`src/hdl/btc_pkg.sv`:
```
// ----------------------------------------------------------------------------
// btc_pkg: shared definitions for the block transposition encryptor
// Key layout, register map, controller states and the command/status
// bundles that join the controller to the datapath.
// ----------------------------------------------------------------------------
package btc_pkg;

    // Block geometry default
    localparam int BLOCK_BYTES_DEF = 6;

    // Packed key: one source position per output slot, slot 0 lowest
    localparam int SLOT_BITS  = 3;
    localparam int PERM_W     = 18;
    localparam int PERM_SLOTS = PERM_W / SLOT_BITS;
    localparam int SLOT_IDX_W = $clog2(PERM_SLOTS);

    localparam logic [PERM_W-1:0] PERM_RESET = 18'd181896;
    localparam logic [7:0]        PAD_RESET  = 8'h78;

    // Configuration port
    localparam int APB_ADDR_W = 3;
    localparam int APB_DATA_W = 32;

    // Register index, taken from the word address
    typedef enum logic {
        REG_PERMUTATION = 1'b0,
        REG_PAD_BYTE    = 1'b1
    } t_reg_idx;

    // Controller states
    typedef enum logic {
        ST_COLLECT,
        ST_EMIT
    } t_state;

    // Configuration values handed to the datapath
    typedef struct packed {
        logic [PERM_W-1:0] perm;
        logic [7:0]        pad;
    } t_cfg;

    // Controller to datapath commands
    typedef struct packed {
        logic store_wr;  // write accepted byte at the fill position
        logic load;      // load output register with the current slot
        logic blk_clr;   // block done: clear fill count and slot index
    } t_dp_cmd;

    // Datapath to controller status
    typedef struct packed {
        logic blk_done;  // byte on the input completes the block
        logic idx_last;  // slot index points at the last output slot
    } t_dp_sts;

endpackage

```
`src/hdl/btc_if.sv`:
```
// ----------------------------------------------------------------------------
// btc_if: stream channels of the block transposition encryptor
// Plaintext input channel and ciphertext output channel, valid/ready.
// ----------------------------------------------------------------------------
interface btc_in_if;
    logic       valid;
    logic       ready;
    logic [7:0] data_byte;
    logic       end_of_message;

    modport source (output valid, output data_byte, output end_of_message, input ready);
    modport sink   (input valid, input data_byte, input end_of_message, output ready);
endinterface

interface btc_out_if;
    logic       valid;
    logic       ready;
    logic [7:0] cipher_byte;
    logic       final_out;

    modport source (output valid, output cipher_byte, output final_out, input ready);
    modport sink   (input valid, input cipher_byte, input final_out, output ready);
endinterface

```
`src/hdl/btc_regs.sv`:
```
// ----------------------------------------------------------------------------
// btc_regs: configuration registers
// APB-style write/read of the packed key and the pad byte.
// ----------------------------------------------------------------------------
module btc_regs (
    input  logic                             i_clk,
    input  logic                             i_rst_n,
    input  logic                             psel,
    input  logic                             penable,
    input  logic                             pwrite,
    input  logic [btc_pkg::APB_ADDR_W-1:0]   paddr,
    input  logic [btc_pkg::APB_DATA_W-1:0]   pwdata,
    output logic [btc_pkg::APB_DATA_W-1:0]   prdata,
    output logic                             pready,
    output btc_pkg::t_cfg                    o_cfg
);

    logic [btc_pkg::PERM_W-1:0] r_perm;
    logic [7:0]                 r_pad;
    logic                       w_wr;
    btc_pkg::t_reg_idx          w_idx;

    // Decode the word address; byte offset bits select nothing
    assign pready = 1'b1;
    assign w_wr   = psel && penable && pwrite && pready;
    assign w_idx  = btc_pkg::t_reg_idx'(paddr[2]);

    // Write registers at the access phase
    always_ff @(posedge i_clk) begin
        if (!i_rst_n) begin
            r_perm <= btc_pkg::PERM_RESET;
            r_pad  <= btc_pkg::PAD_RESET;
        end else if (w_wr) begin
            case (w_idx)
                btc_pkg::REG_PERMUTATION: r_perm <= pwdata[btc_pkg::PERM_W-1:0];
                btc_pkg::REG_PAD_BYTE:    r_pad  <= pwdata[7:0];
                default: ;
            endcase
        end
    end

    // Read back
    always_comb begin
        prdata = '0;
        case (w_idx)
            btc_pkg::REG_PERMUTATION: prdata = btc_pkg::APB_DATA_W'(r_perm);
            btc_pkg::REG_PAD_BYTE:    prdata = btc_pkg::APB_DATA_W'(r_pad);
            default:                  prdata = '0;
        endcase
    end

    assign o_cfg.perm = r_perm;
    assign o_cfg.pad  = r_pad;

endmodule

```
`src/hdl/btc_ctrl.sv`:
```
// ----------------------------------------------------------------------------
// btc_ctrl: block sequencing controller
// Collects bytes until a block completes, then steps through the output
// slots, one transaction per free output register.
// ----------------------------------------------------------------------------
module btc_ctrl (
    input  logic              i_clk,
    input  logic              i_rst_n,
    input  logic              i_in_valid,
    input  logic              i_out_ready,
    input  btc_pkg::t_dp_sts  i_sts,
    output logic              o_in_ready,
    output logic              o_out_valid,
    output btc_pkg::t_dp_cmd  o_cmd
);

    btc_pkg::t_state r_state, n_state;
    logic            r_out_valid, n_out_valid;
    logic            w_out_free;

    // State and output-valid registers
    always_ff @(posedge i_clk) begin
        if (!i_rst_n) begin
            r_state     <= btc_pkg::ST_COLLECT;
            r_out_valid <= 1'b0;
        end else begin
            r_state     <= n_state;
            r_out_valid <= n_out_valid;
        end
    end

    assign w_out_free  = !r_out_valid || i_out_ready;
    assign o_out_valid = r_out_valid;

    // Next state and commands
    always_comb begin
        n_state     = r_state;
        n_out_valid = r_out_valid && !i_out_ready;
        o_cmd       = '0;
        o_in_ready  = 1'b0;
        case (r_state)
            btc_pkg::ST_COLLECT: begin
                o_in_ready = 1'b1;
                if (i_in_valid) begin
                    o_cmd.store_wr = 1'b1;
                    if (i_sts.blk_done) begin
                        n_state = btc_pkg::ST_EMIT;
                    end
                end
            end
            btc_pkg::ST_EMIT: begin
                if (w_out_free) begin
                    o_cmd.load  = 1'b1;
                    n_out_valid = 1'b1;
                    if (i_sts.idx_last) begin
                        o_cmd.blk_clr = 1'b1;
                        n_state       = btc_pkg::ST_COLLECT;
                    end
                end
            end
            default: begin
                n_state = btc_pkg::ST_COLLECT;
            end
        endcase
    end

`ifndef NO_ASSERTIONS
    // A byte that completes the block starts emission
    a_done_to_emit: assert property (@(posedge i_clk) disable iff (!i_rst_n)
        (i_in_valid && o_in_ready && i_sts.blk_done) |=> (r_state == btc_pkg::ST_EMIT))
        else $error("block completion did not start emission");

    // A stalled output keeps the controller emitting
    a_stall_holds: assert property (@(posedge i_clk) disable iff (!i_rst_n)
        (r_state == btc_pkg::ST_EMIT && !w_out_free) |=> (r_state == btc_pkg::ST_EMIT))
        else $error("emission left while output stalled");

    // Every load presents a transaction
    a_load_valid: assert property (@(posedge i_clk) disable iff (!i_rst_n)
        o_cmd.load |=> r_out_valid)
        else $error("loaded output not marked valid");
`endif

endmodule

```
`src/hdl/btc_datapath.sv`:
```
// ----------------------------------------------------------------------------
// btc_datapath: block store, key lookup and output register
// Holds the collected bytes and selects the byte for each output slot;
// positions past the fill count read as the pad byte.
// ----------------------------------------------------------------------------
module btc_datapath #(
    parameter int BLOCK_BYTES = btc_pkg::BLOCK_BYTES_DEF
) (
    input  logic              i_clk,
    input  logic              i_rst_n,
    input  btc_pkg::t_dp_cmd  i_cmd,
    input  btc_pkg::t_cfg     i_cfg,
    input  logic [7:0]        i_data_byte,
    input  logic              i_end_of_message,
    output btc_pkg::t_dp_sts  o_sts,
    output logic [7:0]        o_cipher_byte,
    output logic              o_final_out
);

    localparam int IDX_W  = $clog2(BLOCK_BYTES);
    localparam int CNT_W  = $clog2(BLOCK_BYTES + 1);
    localparam int MAX_SB = (btc_pkg::SLOT_BITS > btc_pkg::SLOT_IDX_W) ?
                            btc_pkg::SLOT_BITS : btc_pkg::SLOT_IDX_W;
    localparam int CMP_W  = (CNT_W > MAX_SB) ? CNT_W : MAX_SB;

    logic [7:0]                    r_store [BLOCK_BYTES];
    logic [CNT_W-1:0]              r_fill;
    logic [IDX_W-1:0]              r_idx;
    logic                          r_last;
    logic [7:0]                    r_out_byte;
    logic                          r_out_final;

    logic [btc_pkg::SLOT_BITS-1:0] w_slots [btc_pkg::PERM_SLOTS];
    logic [CMP_W-1:0]              w_idx_ext;
    logic [btc_pkg::SLOT_BITS-1:0] w_src;
    logic [CMP_W-1:0]              w_src_ext;
    logic                          w_hit;
    logic [7:0]                    w_byte;

    // Unpack the key into slots
    always_comb begin
        for (int k = 0; k < btc_pkg::PERM_SLOTS; k++) begin
            w_slots[k] = i_cfg.perm[k*btc_pkg::SLOT_BITS +: btc_pkg::SLOT_BITS];
        end
    end

    // Source position of the current slot; slots beyond the key read zero
    assign w_idx_ext = CMP_W'(r_idx);
    assign w_src     = (w_idx_ext < CMP_W'(btc_pkg::PERM_SLOTS)) ?
                       w_slots[w_idx_ext[btc_pkg::SLOT_IDX_W-1:0]] : '0;
    assign w_src_ext = CMP_W'(w_src);

    // Unfilled or out-of-range positions take the pad byte
    assign w_hit  = w_src_ext < CMP_W'(r_fill);
    assign w_byte = w_hit ? r_store[w_src_ext[IDX_W-1:0]] : i_cfg.pad;

    // Status to the controller
    assign o_sts.blk_done = (r_fill == CNT_W'(BLOCK_BYTES - 1)) || i_end_of_message;
    assign o_sts.idx_last = (r_idx == IDX_W'(BLOCK_BYTES - 1));

    // Fill count, slot index and end-of-message flag
    always_ff @(posedge i_clk) begin
        if (!i_rst_n) begin
            r_fill <= '0;
            r_idx  <= '0;
            r_last <= 1'b0;
        end else begin
            if (i_cmd.blk_clr) begin
                r_fill <= '0;
                r_idx  <= '0;
            end else begin
                if (i_cmd.store_wr) begin
                    r_fill <= r_fill + CNT_W'(1);
                end
                if (i_cmd.load) begin
                    r_idx <= r_idx + IDX_W'(1);
                end
            end
            if (i_cmd.store_wr) begin
                r_last <= i_end_of_message;
            end
        end
    end

    // Block store and output register
    always_ff @(posedge i_clk) begin
        if (i_cmd.store_wr) begin
            r_store[r_fill[IDX_W-1:0]] <= i_data_byte;
        end
        if (i_cmd.load) begin
            r_out_byte  <= w_byte;
            r_out_final <= r_last && o_sts.idx_last;
        end
    end

    assign o_cipher_byte = r_out_byte;
    assign o_final_out   = r_out_final;

`ifndef NO_ASSERTIONS
    // Fill count stays within the block
    a_fill_range: assert property (@(posedge i_clk) disable iff (!i_rst_n)
        r_fill <= CNT_W'(BLOCK_BYTES))
        else $error("fill count beyond block size");

    // Emission only of a block that holds data
    a_load_nonempty: assert property (@(posedge i_clk) disable iff (!i_rst_n)
        i_cmd.load |-> (r_fill != '0))
        else $error("output loaded from an empty block");

    // Final mark only on the last slot
    a_final_slot: assert property (@(posedge i_clk) disable iff (!i_rst_n)
        (i_cmd.load && !o_sts.idx_last) |=> !r_out_final)
        else $error("final mark on a slot other than the last");
`endif

endmodule

```
`src/hdl/block_transposition_encrypt_core.sv`:
```
// ----------------------------------------------------------------------------
// block_transposition_encrypt_core: block transposition encryptor
// Collects plaintext bytes into blocks and emits each block permuted by the
// configured key, padding an incomplete final block.
//
//   Channel   Dir   Handshake        Payload
//   i_in_ch   in    valid/ready      data_byte[7:0], end_of_message
//   o_out_ch  out   valid/ready      cipher_byte[7:0], final_out
//   apb       in    psel/penable     paddr[2:0], pwdata[31:0], prdata[31:0]
//
// A block is collected one byte a cycle while input is valid, then the controller
// steps the BLOCK_BYTES output slots through the key lookup, loading one slot
// each time the output register is free; input is held off while the slots are
// emitted, and a stalled output holds the emission in place.
// The next block's first byte is taken while the last cipher byte still waits.
// Reset is synchronous, active low, and restores the identity key and 'x' pad.
// ----------------------------------------------------------------------------
module block_transposition_encrypt_core #(
    parameter int BLOCK_BYTES = btc_pkg::BLOCK_BYTES_DEF
) (
    input  logic                             i_clk,
    input  logic                             i_rst_n,
    btc_in_if.sink                           i_in_ch,
    btc_out_if.source                        o_out_ch,
    input  logic                             psel,
    input  logic                             penable,
    input  logic                             pwrite,
    input  logic [btc_pkg::APB_ADDR_W-1:0]   paddr,
    input  logic [btc_pkg::APB_DATA_W-1:0]   pwdata,
    output logic [btc_pkg::APB_DATA_W-1:0]   prdata,
    output logic                             pready
);

    btc_pkg::t_cfg    w_cfg;
    btc_pkg::t_dp_cmd w_cmd;
    btc_pkg::t_dp_sts w_sts;
    logic             w_in_ready;
    logic             w_out_valid;
    logic [7:0]       w_cipher_byte;
    logic             w_final_out;

    // Configuration registers
    btc_regs u_regs (
        .i_clk   (i_clk),
        .i_rst_n (i_rst_n),
        .psel    (psel),
        .penable (penable),
        .pwrite  (pwrite),
        .paddr   (paddr),
        .pwdata  (pwdata),
        .prdata  (prdata),
        .pready  (pready),
        .o_cfg   (w_cfg)
    );

    // Controller
    btc_ctrl u_ctrl (
        .i_clk       (i_clk),
        .i_rst_n     (i_rst_n),
        .i_in_valid  (i_in_ch.valid),
        .i_out_ready (o_out_ch.ready),
        .i_sts       (w_sts),
        .o_in_ready  (w_in_ready),
        .o_out_valid (w_out_valid),
        .o_cmd       (w_cmd)
    );

    // Datapath
    btc_datapath #(
        .BLOCK_BYTES (BLOCK_BYTES)
    ) u_datapath (
        .i_clk            (i_clk),
        .i_rst_n          (i_rst_n),
        .i_cmd            (w_cmd),
        .i_cfg            (w_cfg),
        .i_data_byte      (i_in_ch.data_byte),
        .i_end_of_message (i_in_ch.end_of_message),
        .o_sts            (w_sts),
        .o_cipher_byte    (w_cipher_byte),
        .o_final_out      (w_final_out)
    );

    // Drive the channels
    assign i_in_ch.ready        = w_in_ready;
    assign o_out_ch.valid       = w_out_valid;
    assign o_out_ch.cipher_byte = w_cipher_byte;
    assign o_out_ch.final_out   = w_final_out;

endmodule

```
`src/flat_wrapper.sv`:
```
// flat-port wrapper written by rule: the top's interface ports become plain ports
module block_transposition_encrypt_core_flat 
#(
    parameter int BLOCK_BYTES = btc_pkg::BLOCK_BYTES_DEF
)
  (i_clk, i_rst_n, psel, penable, pwrite, paddr, pwdata, prdata, pready, i_in_ch_valid, i_in_ch_data_byte, i_in_ch_end_of_message, i_in_ch_ready, o_out_ch_valid, o_out_ch_cipher_byte, o_out_ch_final_out, o_out_ch_ready);
  btc_in_if i_in_ch_i ();
  btc_out_if o_out_ch_i ();
  input  logic i_clk;
  input  logic i_rst_n;
  input  logic psel;
  input  logic penable;
  input  logic pwrite;
  input  logic [btc_pkg::APB_ADDR_W-1:0] paddr;
  input  logic [btc_pkg::APB_DATA_W-1:0] pwdata;
  output logic [btc_pkg::APB_DATA_W-1:0] prdata;
  output logic pready;
  input wire logic [$bits(i_in_ch_i.valid)-1:0] i_in_ch_valid;
  input wire logic [$bits(i_in_ch_i.data_byte)-1:0] i_in_ch_data_byte;
  input wire logic [$bits(i_in_ch_i.end_of_message)-1:0] i_in_ch_end_of_message;
  output wire logic [$bits(i_in_ch_i.ready)-1:0] i_in_ch_ready;
  output wire logic [$bits(o_out_ch_i.valid)-1:0] o_out_ch_valid;
  output wire logic [$bits(o_out_ch_i.cipher_byte)-1:0] o_out_ch_cipher_byte;
  output wire logic [$bits(o_out_ch_i.final_out)-1:0] o_out_ch_final_out;
  input wire logic [$bits(o_out_ch_i.ready)-1:0] o_out_ch_ready;
  assign i_in_ch_i.valid = i_in_ch_valid;
  assign i_in_ch_i.data_byte = i_in_ch_data_byte;
  assign i_in_ch_i.end_of_message = i_in_ch_end_of_message;
  assign i_in_ch_ready = i_in_ch_i.ready;
  assign o_out_ch_valid = o_out_ch_i.valid;
  assign o_out_ch_cipher_byte = o_out_ch_i.cipher_byte;
  assign o_out_ch_final_out = o_out_ch_i.final_out;
  assign o_out_ch_i.ready = o_out_ch_ready;
  block_transposition_encrypt_core #(.BLOCK_BYTES(BLOCK_BYTES)) u_core (.i_clk(i_clk), .i_rst_n(i_rst_n), .i_in_ch(i_in_ch_i), .o_out_ch(o_out_ch_i), .psel(psel), .penable(penable), .pwrite(pwrite), .paddr(paddr), .pwdata(pwdata), .prdata(prdata), .pready(pready));
endmodule
```
`config.mk`:
```
export PLATFORM = sky130hd
export DESIGN_NAME = block_transposition_encrypt_core_flat
export DESIGN_NICKNAME = d
export VERILOG_FILES = /design/src/hdl/btc_pkg.sv /design/src/hdl/btc_if.sv /design/src/hdl/btc_regs.sv /design/src/hdl/btc_ctrl.sv /design/src/hdl/btc_datapath.sv /design/src/hdl/block_transposition_encrypt_core.sv /design/src/flat_wrapper.sv
export SDC_FILE = /design/constraint.sdc
export NUM_CORES = 1
export LEC_CHECK = 0
export BUFFER_PORTS_ARGS = -buffer_cell sky130_fd_sc_hd__buf_2
export CAP_MARGIN = 20
export CORE_MARGIN = 4
export CORE_UTILIZATION = 45
export CTS_BUF_LIST = sky130_fd_sc_hd__clkbuf_2
export CTS_CLUSTER_DIAMETER = 200
export DETAILED_ROUTE_END_ITERATION = 7
export PLACE_DENSITY = 0.68
export SLEW_MARGIN = 15
export SYNTH_ARGS = -nofsm -noshare
export SYNTH_HDL_FRONTEND = slang
export SYNTH_HIERARCHICAL = 1
export SYNTH_SLANG_ARGS = --single-unit
```
`constraint.sdc`:
```
create_clock -name i_clk -period 4.5 [get_ports i_clk]
set_clock_uncertainty 0.1 [all_clocks]
set_input_delay 0.45 -clock i_clk [delete_from_list [all_inputs] [get_ports i_clk]]
set_output_delay 0.45 -clock i_clk [all_outputs]
set_load 0.01 [all_outputs]
```
==> results of run 1 <==
layout make-up:
cell class / count / area, um^2
fill: 823 / 4320
clock buffer: 9 / 45.0
timing repair buffer: 87 / 551
tap: 129 / 161
clock inverter: 7 / 81.3
multi-input combinational: 253 / 1730
sequential: 92 / 2410
inverter: 8 / 30.0
critical path, stage by stage, from the launching register on:
cell	delay (ps)
dfxtp_1	730
mux4_2	620
a22oi_4	350
inv_2	180
ha_1	300
or3_1	300
o21ai_0	80
a31o_2	310
nor2_1	80
a31oi_1	160
per-stage QoR:
stage | hold WS [ps] | cell area, um^2
after CTS | 5.89 | 4980
final | 54.9 | 5010
after detailed placement | 363 | 4680
after floorplan | 340 | 4420
after global placement | 356 | 4680
after global routing | 1.40 | 5010
worst max-delay path by stage:
stage / from / end / cells after the start
2_1_floorplan: u_core/u_datapath/r_idx[0] / u_core/u_datapath/o_cipher_byte[0] / 10
3_3_place_gp: u_core/u_datapath/r_idx[0] / u_core/u_datapath/o_cipher_byte[5] / 8
3_5_place_dp: u_core/u_datapath/r_idx[0] / u_core/u_datapath/o_cipher_byte[4] / 8
4_1_cts: u_core/u_datapath/r_idx[0] / u_core/u_datapath/o_cipher_byte[1] / 9
5_1_grt: u_core/u_datapath/r_idx[0] / u_core/u_datapath/o_cipher_byte[1] / 9
6_report: u_core/u_datapath/r_idx[0] / u_core/u_datapath/o_cipher_byte[1] / 9
cells by family after synthesis:
group | count (synthesis) | synth area share, %
other | 2 | 0.172
DFF | 92 | 55.2
muxes | 42 | 10.5
AOI/OAI and AO/OA | 77 | 12.1
adders and majority gates | 6 | 1.72
xor gates and xnor gates | 4 | 0.802
buffers and inverters | 47 | 6.33
and+or+nand+nor | 109 | 13.2
state kept, by name, summed over array words and instances, names as in the netlist:
register	count
u_core/u_datapath/r_store	48
u_core/u_regs/r_perm	18
u_core/u_datapath/o_cipher_byte	8
u_core/u_regs/r_pad	8
u_core/u_datapath/r_fill	3
u_core/u_datapath/r_idx	3
u_core/u_ctrl/o_out_valid	1
u_core/u_ctrl/r_state	1
u_core/u_datapath/o_final_out	1
u_core/u_datapath/r_last	1
layer usage:
metal | global-route usage [%] | routed length, um | up-vias
met2 | 26.8 | 4200 | 101
met5 | 0 | 0 | -
met1 | 22.5 | 4470 | 1427
met3 | 3.89 | 540 | 7
li1 | - | - | 1493
met4 | 4.84 | 74 | 0
synthesized netlist by cell type (2+ instances only):
| cell | instances |
|---|---|
| mux4_2 | 2 |
| a21oi_1 | 2 |
| buf_2 | 11 |
| buf_4 | 16 |
| nor2b_1 | 33 |
| a211oi_1 | 2 |
| ha_1 | 6 |
| nand2_1 | 32 |
| o21ai_0 | 26 |
| buf_6 | 2 |
| or3_1 | 2 |
| conb_1 | 2 |
| nor3_1 | 5 |
| a31oi_1 | 23 |
| dfxtp_1 | 35 |
| mux2_2 | 9 |
| nand2b_1 | 2 |
| xnor2_1 | 4 |
| and3_1 | 9 |
| edfxtp_1 | 57 |
| mux2i_1 | 31 |
| clkbuf_1 | 9 |
| a221o_1 | 8 |
| a21boi_0 | 8 |
| nor2_1 | 16 |
| inv_1 | 7 |
power breakdown:
group          internal [mW]  switching, mW  total [mW]
Combinational          0.109          0.145       0.254
Clock                  0.139          0.301       0.440
Sequential             0.936         0.0214       0.957
==> out/qor.yml, run 1 <==
status:
  status: "complete, no violations"
floorplanning:
  initial_utilization_pct: 46.8
  design.die.area_um2: 11300
  die-width_um: 107
  die_h_um: 107
  boundaryPins: 95
  floorplan.rows: 35
  core_region_area_um2: 9330
logic_synthesis:
  synth-seq-area-share_pct: 55.2
  ys_top_cells_by_area: "edfxtp_1 39%, dfxtp_1 16%, mux2i_1 7.1%, nor2b_1 4.7%, a31oi_1 3.3%"
  asyncSetResetFlopFracSynth_pct: 0
  synth_cells: 379
  netlist-cell-type-count: 46
  ys.flop_type: "edfxtp_1"
  synth_top_cell_by_area: "edfxtp_1"
  ys_ff_latch: 92
  yosys_warnings: 6
  synthesis.area_um2: 4370
  post_synth.cell_area_avg_um2: 11.5
  number_of_synthesized_flops_with_an_enable_pin: 57
  post-synth-top-area-fraction_pct: 39.2
finish:
  mostFrequentLayoutCells: "63 x buf_2, 57 x edfxtp_1, 35 x dfxtp_1, 33 x nor2b_1, 32 x nand2_1"
  final_cells: 585
  layout_commonest_cell: "buf_2"
  finish.net_count: 508
  final_util_pct: 53.7
  layout_cells_sized_above_1_pct: 22.8
  ant_diodes: 0
  syn2layout_area_growth_pct: 14.7
route:
  remaining_drc_errors: 0
  drt_first_pass_iters: 5
  drt_iter0_markers: 213
  routed_wl_um: 9280
  postRouteAntennaNets: 0
  viasPerCell: 5.18
  routed-via-count: 3028
  routedWlPerCell_um: 15.9
setup_path:
  critPathKind: "reg2reg"
  cp-start-kind: "register"
  worstPathArrival_ps: 3670
  crit_fanout: 16
  worstPathRequired_ps: 4800
  timing.rr.start: "u_core/u_datapath/r_idx[0]"
  r2r_slack_ps: 1130
  critPathCaptureType: "register"
  regToRegEndpoint: "u_core/u_datapath/o_cipher_byte[1]"
  rr_worst_depth: 9
placed_design:
  gp_congestion: 0.745
  port_buffers: 63
  pre_cts_slack_ps: 1150
  placed_cells_incl_taps: 549
  estimated_wirelength_of_the_detail_placed_design_um: 6110
global_routing:
  number_of_global_route_vias_before_repair: 2918
  grt_start_max_net_pins: 52
  grt_overflow_total: 0
  grt_antenna_before_repair: 0
  grt_first_pass_wirelength_um: 14900
  grt_util_all_layers_pct: 16.6
clocking:
  tritoncts: "done"
  post_cts_resized: 0
  path_clk_slew_ps: 270
  clk_root_buffer_cell: "clkbuf_2"
  cts_hold_bufs: 18
  cts_setup_buffers: 0
  cts_buffers: 9
  clock_sinks: 92
  cts-htree-levels: 3
  cts_buffer_depth: 2
  worst_skew_pair.late_latency_ps: 560
sta:
  period_share_pct: 75.0
  final_worst_path_period_need_ps: 3370
  final_report_hold_violation_count: 0
  finalSetupViolCount: 0
  setup_slack_ps: 1130
  timing_worst_slew_pin_value_ps: 1060
  timing.max_slew.rel_slack_pct: 29.6
  finalMaxSlewViolations: 0
  max_freq_mhz: 296
  rsz0062_at_grt: "no"
  setup_tns_ps: 0
power_and_ir_drop:
  total_power_mw: 1.65
  ir_worst_vdd_mv: 0.185
  power.density_nw_per_um2: 330
  static-leakage-power_nw: 1.87
min_path:
  hold_path_class: "in2reg"
  min_from: "pwdata[1]"
  min_delay_path_depth: 3
  worstHoldEndpoint: "u_core/u_regs/r_pad[1]"
job:
  cap_violations: 0
Power figures use the tool's default switching activity.
==> run 2: changes to the inputs <==
--- a/config.mk
+++ b/config.mk
@@ -5,6 +5,7 @@
 export SDC_FILE = /design/constraint.sdc
 export NUM_CORES = 1
 export LEC_CHECK = 0
+export ABC_AREA = 1
 export BUFFER_PORTS_ARGS = -buffer_cell sky130_fd_sc_hd__buf_2
 export CAP_MARGIN = 20
 export CORE_MARGIN = 4
==> constraint.sdc (replaced) <==
create_clock -name i_clk -period 3.48 [get_ports i_clk]
set_clock_uncertainty 0.1 [all_clocks]
set_input_delay 0.348 -clock i_clk [delete_from_list [all_inputs] [get_ports i_clk]]
set_output_delay 0.348 -clock i_clk [all_outputs]
set_load 0.01 [all_outputs]
==> out/qor.yml, run 2 <==
global_routing:
  grt_antenna_before_repair: 0  # unchanged
  grt-busiest-layer: "met2"
  globalRouteMet1Util_pct: 23.4  # +0.99 points
  met2_track_demand_over_resource_pct: 31.1  # +4.2 points
  number_of_global_route_vias_before_repair: 3482  # +19%
  grt_first_pass_wirelength_um: 16800  # +13%
  grt_start_max_net_pins: 31  # -40%
  grt_util_all_layers_pct: 18.3  # +1.6 points
  grt.met3_usage_pct: 3.46  # -0.42 points
  grt_overflow_total: 0  # unchanged
clocking:
  cts-htree-levels: 3  # unchanged
  cts_buffer_depth: 2  # unchanged
  clk_root_buffer_cell: "clkbuf_2"
  post_cts_resized: 0  # unchanged
  path_clk_slew_ps: 290  # +20 ps
  cts_hold_bufs: 31  # +13
  worst_skew_pair.late_latency_ps: 550  # about the same
  cts_setup_buffers: 0  # unchanged
  clock_sinks: 92  # unchanged
  tritoncts: "done"
  cts_buffers: 9  # unchanged
setup_path:
  critPathKind: "reg2reg"
  crit_fanout: 16  # unchanged
  timing.rr.start: "u_core/u_datapath/r_idx[0]"
  regToRegEndpoint: "u_core/u_datapath/o_cipher_byte[1]"
  worstPathArrival_ps: 3270  # -400 ps
  cp-start-kind: "register"
  r2r_slack_ps: 450  # -680 ps
  critPathCaptureType: "register"
  rr_worst_depth: 10  # +1
  worstPathRequired_ps: 3720  # -1080 ps
logic_synthesis:
  yosys_warnings: 6  # unchanged
  ys_top_cells_by_area: "edfxtp_1 38%, dfxtp_1 15%, nand2_1 10%, nand3_1 8.6%, nor2_1 5.9%"
  number_of_synthesized_flops_with_an_enable_pin: 57  # unchanged
  synth_xor_area_share_pct: 0  # -0.80 points
  synth-seq-area-share_pct: 53.0  # -2.3 points
  post-synth-top-count-cell: "nand2_1"
  ys.flop_type: "edfxtp_1"
  ys_ff_latch: 92  # unchanged
  synthesis.area_um2: 4550  # +4.3%
  yosys.area_share.simple_pct: 29.5  # +16 points
  synth_area_in_compound_gates_pct: 4.40  # -7.7 points
  post-synth-top-area-fraction_pct: 37.6  # -1.6 points
  yosys-mux-area-fraction_pct: 0  # -10 points
  asyncSetResetFlopFracSynth_pct: 0  # unchanged
  main_combinational_cell_family_by_area_after_synthesis: "simple AND/OR/NAND/NOR gates"
  ys_top_cells_by_count: "122 x nand2_1, 78 x nand3_1, 71 x nor2_1, 68 x inv_1, 57 x edfxtp_1"
  netlist-cell-type-count: 31  # -33%
  synth_top_cell_by_area: "edfxtp_1"
  post_synth.cell_area_avg_um2: 8.48  # -26%
  synthAdderAreaFrac_pct: 1.65  # -0.070 points
  synth_cells: 537  # +42%
sta:
  setup_tns_ps: 0  # unchanged
  max_freq_mhz: 330  # +11%
  final_worst_path_period_need_ps: 3030  # -345 ps
  rsz0062_at_grt: "no"
  final_report_hold_violation_count: 0  # unchanged
  period_share_pct: 87.0  # +12 points
  finalSetupViolCount: 0  # unchanged
  finalMaxSlewViolations: 0  # unchanged
  timing_worst_slew_pin_value_ps: 891  # -165 ps
  setup_slack_ps: 451  # -675 ps
  timing.max_slew.rel_slack_pct: 40.4  # +11 points
power_and_ir_drop:
  switching_share_of_power_pct: 32.2  # +3.9 points
  internal-power_mw: 1.49  # +26%
  share_seq_of_total_power_pct: 56.3  # -1.7 points
  static-leakage-power_nw: 2.50  # +34%
  p_comb_share_pct: 19.4  # +4.0 points
  total_power_mw: 2.20  # +34%
  clock_power_share_pct: 24.3  # -2.4 points
  ir_worst_vdd_mv: 0.238  # +29%
  total_switching_power_mw: 0.710  # +52%
  power.density_nw_per_um2: 417  # +26%
finish:
  ant_diodes: 0  # unchanged
  final_cells: 763  # +30%
  n_fill_cell: 930  # +13%
  syn2layout_area_growth_pct: 16.2
  final_util_pct: 53.9  # +0.20 points
  finish.net_count: 682  # +34%
  mostFrequentLayoutCells: "122 x nand2_1, 78 x nand3_1, 71 x nor2_1, 68 x inv_1, 63 x buf_2"
  layout_cells_sized_above_1_pct: 18.4  # -4.4 points
  layout_commonest_cell: "nand2_1"
  largest_reg_flops: 48  # unchanged
route:
  routed-via-count: 3726  # +23%
  drt_first_pass_iters: 5  # unchanged
  viasPerCell: 4.88  # -5.7%
  routedWlPerCell_um: 13.5  # -15%
  routed_wl_um: 10300  # +11%
  postRouteAntennaNets: 0  # unchanged
  remaining_drc_errors: 0  # unchanged
  drt_iter0_markers: 262  # +23%
floorplanning:
  initial_utilization_pct: 46.4  # -0.45 points
  die-width_um: 109  # +2.0%
  die_h_um: 109  # +2.0%
  core_region_area_um2: 9820  # +5.3%
  design.die.area_um2: 11800  # +3.9%
  boundaryPins: 95  # unchanged
  floorplan.rows: 36  # +2.9%
placed_design:
  gp_congestion: 0.834  # +12%
  estimated_wirelength_of_the_detail_placed_design_um: 7130  # +17%
  placed_cells_incl_taps: 716  # +30%
  pre_cts_slack_ps: 522  # -627 ps
  port_buffers: 63  # unchanged
min_path:
  min_from: "i_rst_n"
  hold_path_class: "in2reg"
  worstHoldEndpoint: "u_core/u_regs/r_perm[9]"
  min_delay_path_depth: 2  # -1
job:
  cap_violations: 0  # unchanged
status:
  status: "complete, no violations"
run 2: cell types whose count changed in the layout (fill, tap and decap cells not counted), moves of 31 or more:
cell | before | now
inv_1 | 7 | 68
mux2i_1 | 31 | 0
nand2_1 | 32 | 122
nand3_1 | 0 | 78
nor2_1 | 16 | 71
nor2b_1 | 33 | 0
run 2: logic make-up after synthesis:
family	after synthesis
AOI/OAI and AO/OA	33
other	2
buffers and inverters	105
DFF	92
adders and majority gates	6
and+or+nand+nor	299
run 2: per-stage QoR:
stage          cell area (um^2)  hold WS [ps]
5_1_grt                    5290          78.9
3_5_place_dp               4860           355
3_3_place_gp               4860           345
4_1_cts                    5290          61.7
6_report                   5290           127
2_1_floorplan              4600           329
run 2: power groups by stage:
stage | combinational, mW | clock, mW | sequential, mW
2_1_floorplan | 0.302 | 0 | 1.26
3_3_place_gp | 0.389 | 0 | 1.26
3_5_place_dp | 0.400 | 0 | 1.26
4_1_cts | 0.428 | 0.558 | 1.24
5_1_grt | 0.487 | 0.604 | 1.25
6_report | 0.428 | 0.536 | 1.24
run 2: worst max path at each step:
stage                                           from                                 end  slack [ps]
final                     u_core/u_datapath/r_idx[0]  u_core/u_datapath/o_cipher_byte[1]         450
after global placement    u_core/u_datapath/r_idx[0]  u_core/u_datapath/o_cipher_byte[6]         580
after CTS                 u_core/u_datapath/r_idx[0]  u_core/u_datapath/o_cipher_byte[4]         480
after detailed placement  u_core/u_datapath/r_idx[0]  u_core/u_datapath/o_cipher_byte[3]         520
after floorplan           u_core/u_datapath/r_idx[0]  u_core/u_datapath/o_cipher_byte[0]         920
after global routing      u_core/u_datapath/r_idx[0]  u_core/u_datapath/o_cipher_byte[6]         200
run 2: layer usage:
| layer | vias up | part of all wire [%] | routed length (um) |
|---|---|---|---|
| li1 | 1867 | - | - |
| met1 | 1724 | 45 | 4580 |
| met2 | 124 | 48 | 4980 |
| met3 | 11 | 5.8 | 598 |
| met4 | 0 | 1.3 | 129 |
| met5 | - | 0 | 0 |
run 2: final cells by class:
| cell class | instances | area (um^2) | area share [%] |
|---|---|---|---|
| Clock buffer | 9 | 45.0 | 0.851 |
| Tap cell | 133 | 166 | 3.14 |
| Sequential cell | 92 | 2410 | 45.6 |
| Clock inverter | 7 | 76.3 | 1.44 |
| Multi-Input combinational cell | 353 | 1670 | 31.6 |
| Timing Repair Buffer | 97 | 648 | 12.2 |
| Inverter | 72 | 270 | 5.11 |
run 2: worst max-delay path: stages (launching register included):
cell and delay (ps):
dfxtp_1 790, nand2_1 140, nand3_1 140, nand3_2 280, nand2_2 150, inv_1 80, ha_1 180, a21oi_1 550
nand2_4 190, nor2_1 140, a21oi_1 80
==> run 3: changes to the inputs <==
--- a/config.mk
+++ b/config.mk
@@ -6,14 +6,15 @@
 export NUM_CORES = 1
 export LEC_CHECK = 0
 export ABC_AREA = 1
+export ABC_CLOCK_PERIOD_IN_PS = 3480
 export BUFFER_PORTS_ARGS = -buffer_cell sky130_fd_sc_hd__buf_2
 export CAP_MARGIN = 20
 export CORE_MARGIN = 4
-export CORE_UTILIZATION = 45
+export CORE_UTILIZATION = 57
 export CTS_BUF_LIST = sky130_fd_sc_hd__clkbuf_2
 export CTS_CLUSTER_DIAMETER = 200
 export DETAILED_ROUTE_END_ITERATION = 7
-export PLACE_DENSITY = 0.68
+export PLACE_DENSITY = 0.83
 export SLEW_MARGIN = 15
 export SYNTH_ARGS = -nofsm -noshare
 export SYNTH_HDL_FRONTEND = slang
==> out/qor.yml, run 3 (synthesis gave the netlist of run 2 again) <==
sta:
  final_worst_path_period_need_ps: 3100  # +75.6 ps
  setup_tns_ps: 0  # unchanged
  setup_slack_ps: 376  # -75.6 ps
  timing_worst_slew_pin_value_ps: 856  # -34.7 ps
  rsz0062_at_grt: "no"
  max_freq_mhz: 322  # -2.4%
  finalMaxSlewViolations: 0  # unchanged
  final_report_hold_violation_count: 0  # unchanged
  fin_worst_hold_slack_ps: 125  # -1.77 ps
  finalSetupViolCount: 0  # unchanged
  timing.max_slew.rel_slack_pct: 42.7  # +2.3 points
  period_share_pct: 89.2  # +2.2 points
global_routing:
  globalRouteMet1Util_pct: 28.2  # +4.7 points
  grt_antenna_before_repair: 1  # +1
  met2_track_demand_over_resource_pct: 37.5  # +6.5 points
  grt_first_pass_wirelength_um: 17000  # +1.2%
  grt-busiest-layer: "met2"
  grt_overflow_total: 0  # unchanged
  grt_start_max_net_pins: 31  # unchanged
  grt.met3_usage_pct: 4.81  # +1.3 points
  number_of_global_route_vias_before_repair: 3559  # +2.2%
  grt_util_all_layers_pct: 22.4  # +4.2 points
power_and_ir_drop:
  static-leakage-power_nw: 2.48  # -0.75%
  power.density_nw_per_um2: 418  # +0.35%
  ir_worst_vdd_mv: 0.260  # +9.0%
finish:
  finish.net_count: 680  # -0.29%
  syn2layout_area_growth_pct: 14.8
  largest_reg_flops: 48  # unchanged
  mostFrequentLayoutCells: "122 x nand2_1, 78 x nand3_1, 71 x nor2_1, 68 x inv_1, 63 x buf_2"
  layout_commonest_cell: "nand2_1"
  n_fill_cell: 604  # -35%
  layout_cells_sized_above_1_pct: 18.5  # +0.059 points
placed_design:
  pre_cts_slack_ps: 455  # -66.9 ps
  port_buffers: 63  # unchanged
  gp_congestion: 0.832  # -0.22%
  estimated_wirelength_of_the_detail_placed_design_um: 7090  # -0.57%
clocking:
  worst_skew_pair.late_latency_ps: 560  # about the same
  clock_sinks: 92  # unchanged
  post_cts_resized: 0  # unchanged
  tritoncts: "done"
  cts_buffers: 9  # unchanged
  clk_root_buffer_cell: "clkbuf_2"
  cts-htree-levels: 3  # unchanged
  path_clk_slew_ps: 260  # -30 ps
  cts_buffer_depth: 2  # unchanged
route:
  viasPerCell: 5.23  # +7.0%
  routed_wl_um: 10300  # about the same
  remaining_drc_errors: 0  # unchanged
  postRouteAntennaNets: 0  # unchanged
  drt_iter0_markers: 316  # +21%
  drt_first_pass_iters: 6  # +1
  routedWlPerCell_um: 14.1  # +4.3%
  routed-via-count: 3820  # +2.5%
setup_path:
  cp-start-kind: "register"
  worstPathRequired_ps: 3740  # +20 ps
  crit_fanout: 16  # unchanged
  worstPathArrival_ps: 3360  # +90 ps
  critPathKind: "reg2reg"
  critPathCaptureType: "register"
floorplanning:
  floorplan.rows: 32  # -11%
  boundaryPins: 95  # unchanged
  core_region_area_um2: 7770  # -21%
  initial_utilization_pct: 58.6  # +12 points
  die_h_um: 97.4  # -10%
  die-width_um: 97.4  # -10%
  design.die.area_um2: 9480  # -20%
job:
  cap_violations: 0  # unchanged
status:
  status: "complete, no violations"
min_path:
  hold_path_class: "in2reg"
run 3: cell types whose count changed in the layout (fill, tap and decap cells not counted), sizes merged:
cell,change
clkinvlp,+2
clkinv,-2
diode,+1
dlygate4sd3,-2
run 3: layer usage:
metal | vias to the layer above | share of wire [%]
met2 | 175 | 50
met1 | 1763 | 40
li1 | 1863 | -
met4 | 0 | 2.2
met3 | 19 | 7.2
met5 | - | 0
run 3: final timing paths:
check | startpoint | end | slack [ps] | depth (start not counted)
max | u_core/u_datapath/r_idx[0] | u_core/u_datapath/o_cipher_byte[0] | 380 | 10
max reg2reg | u_core/u_datapath/r_idx[0] | u_core/u_datapath/o_cipher_byte[0] | 380 | 10
min reg2reg | u_core/u_datapath/r_last | u_core/u_datapath/r_last | 380 | 2
min | penable | u_core/u_regs/r_pad[7] | 130 | 5
run 3: where the power goes:
| group | switching, mW | internal, mW |
|---|---|---|
| Sequential | 0.0285 | 1.21 |
| Clock | 0.398 | 0.116 |
| Combinational | 0.274 | 0.157 |
run 3: worst max-delay path: stages (launching register included):
cell and delay, ps:
dfxtp_1 800, nand2_1 130, nand3_1 130, nand3_2 280, nand2_2 150, inv_1 90, ha_1 190, a21oi_1 560
nand2_4 190, nor2_1 190, a21oi_1 100
run 3: timing repair:
item / 4_1_cts / 5_1_grt
endpoints found under the hold margin: 74 / 0
hold buffers: 29 / 0
setup buffers: 0 / 0
setup endpoints to repair: 0 / 0
run 3: through the flow:
| stage | instance area, um^2 | cells | total power, mW | utilization (%) |
|---|---|---|---|---|
| after floorplan | 4600 | 550 | 1.56 | - |
| after global placement | 4810 | 684 | 1.64 | 62.0 |
| after detailed placement | 4810 | 684 | 1.66 | 62.0 |
| after CTS | 5220 | 729 | 2.18 | 67.2 |
| after global routing | 5230 | 731 | 2.31 | 67.3 |
| final | 5230 | 731 | 2.19 | 67.3 |
run 3: layout make-up:
type	count	area, um^2	area share [%]
flip-flops and latches	92	2410	46.1
multi-input cells	353	1670	32.0
repair buffers	95	628	12.0
inverters	72	270	5.17
well taps	102	128	2.44
clock inverters	7	68.8	1.32
clock buffers	9	45.0	0.861
diodes	1	2.50	0.0479
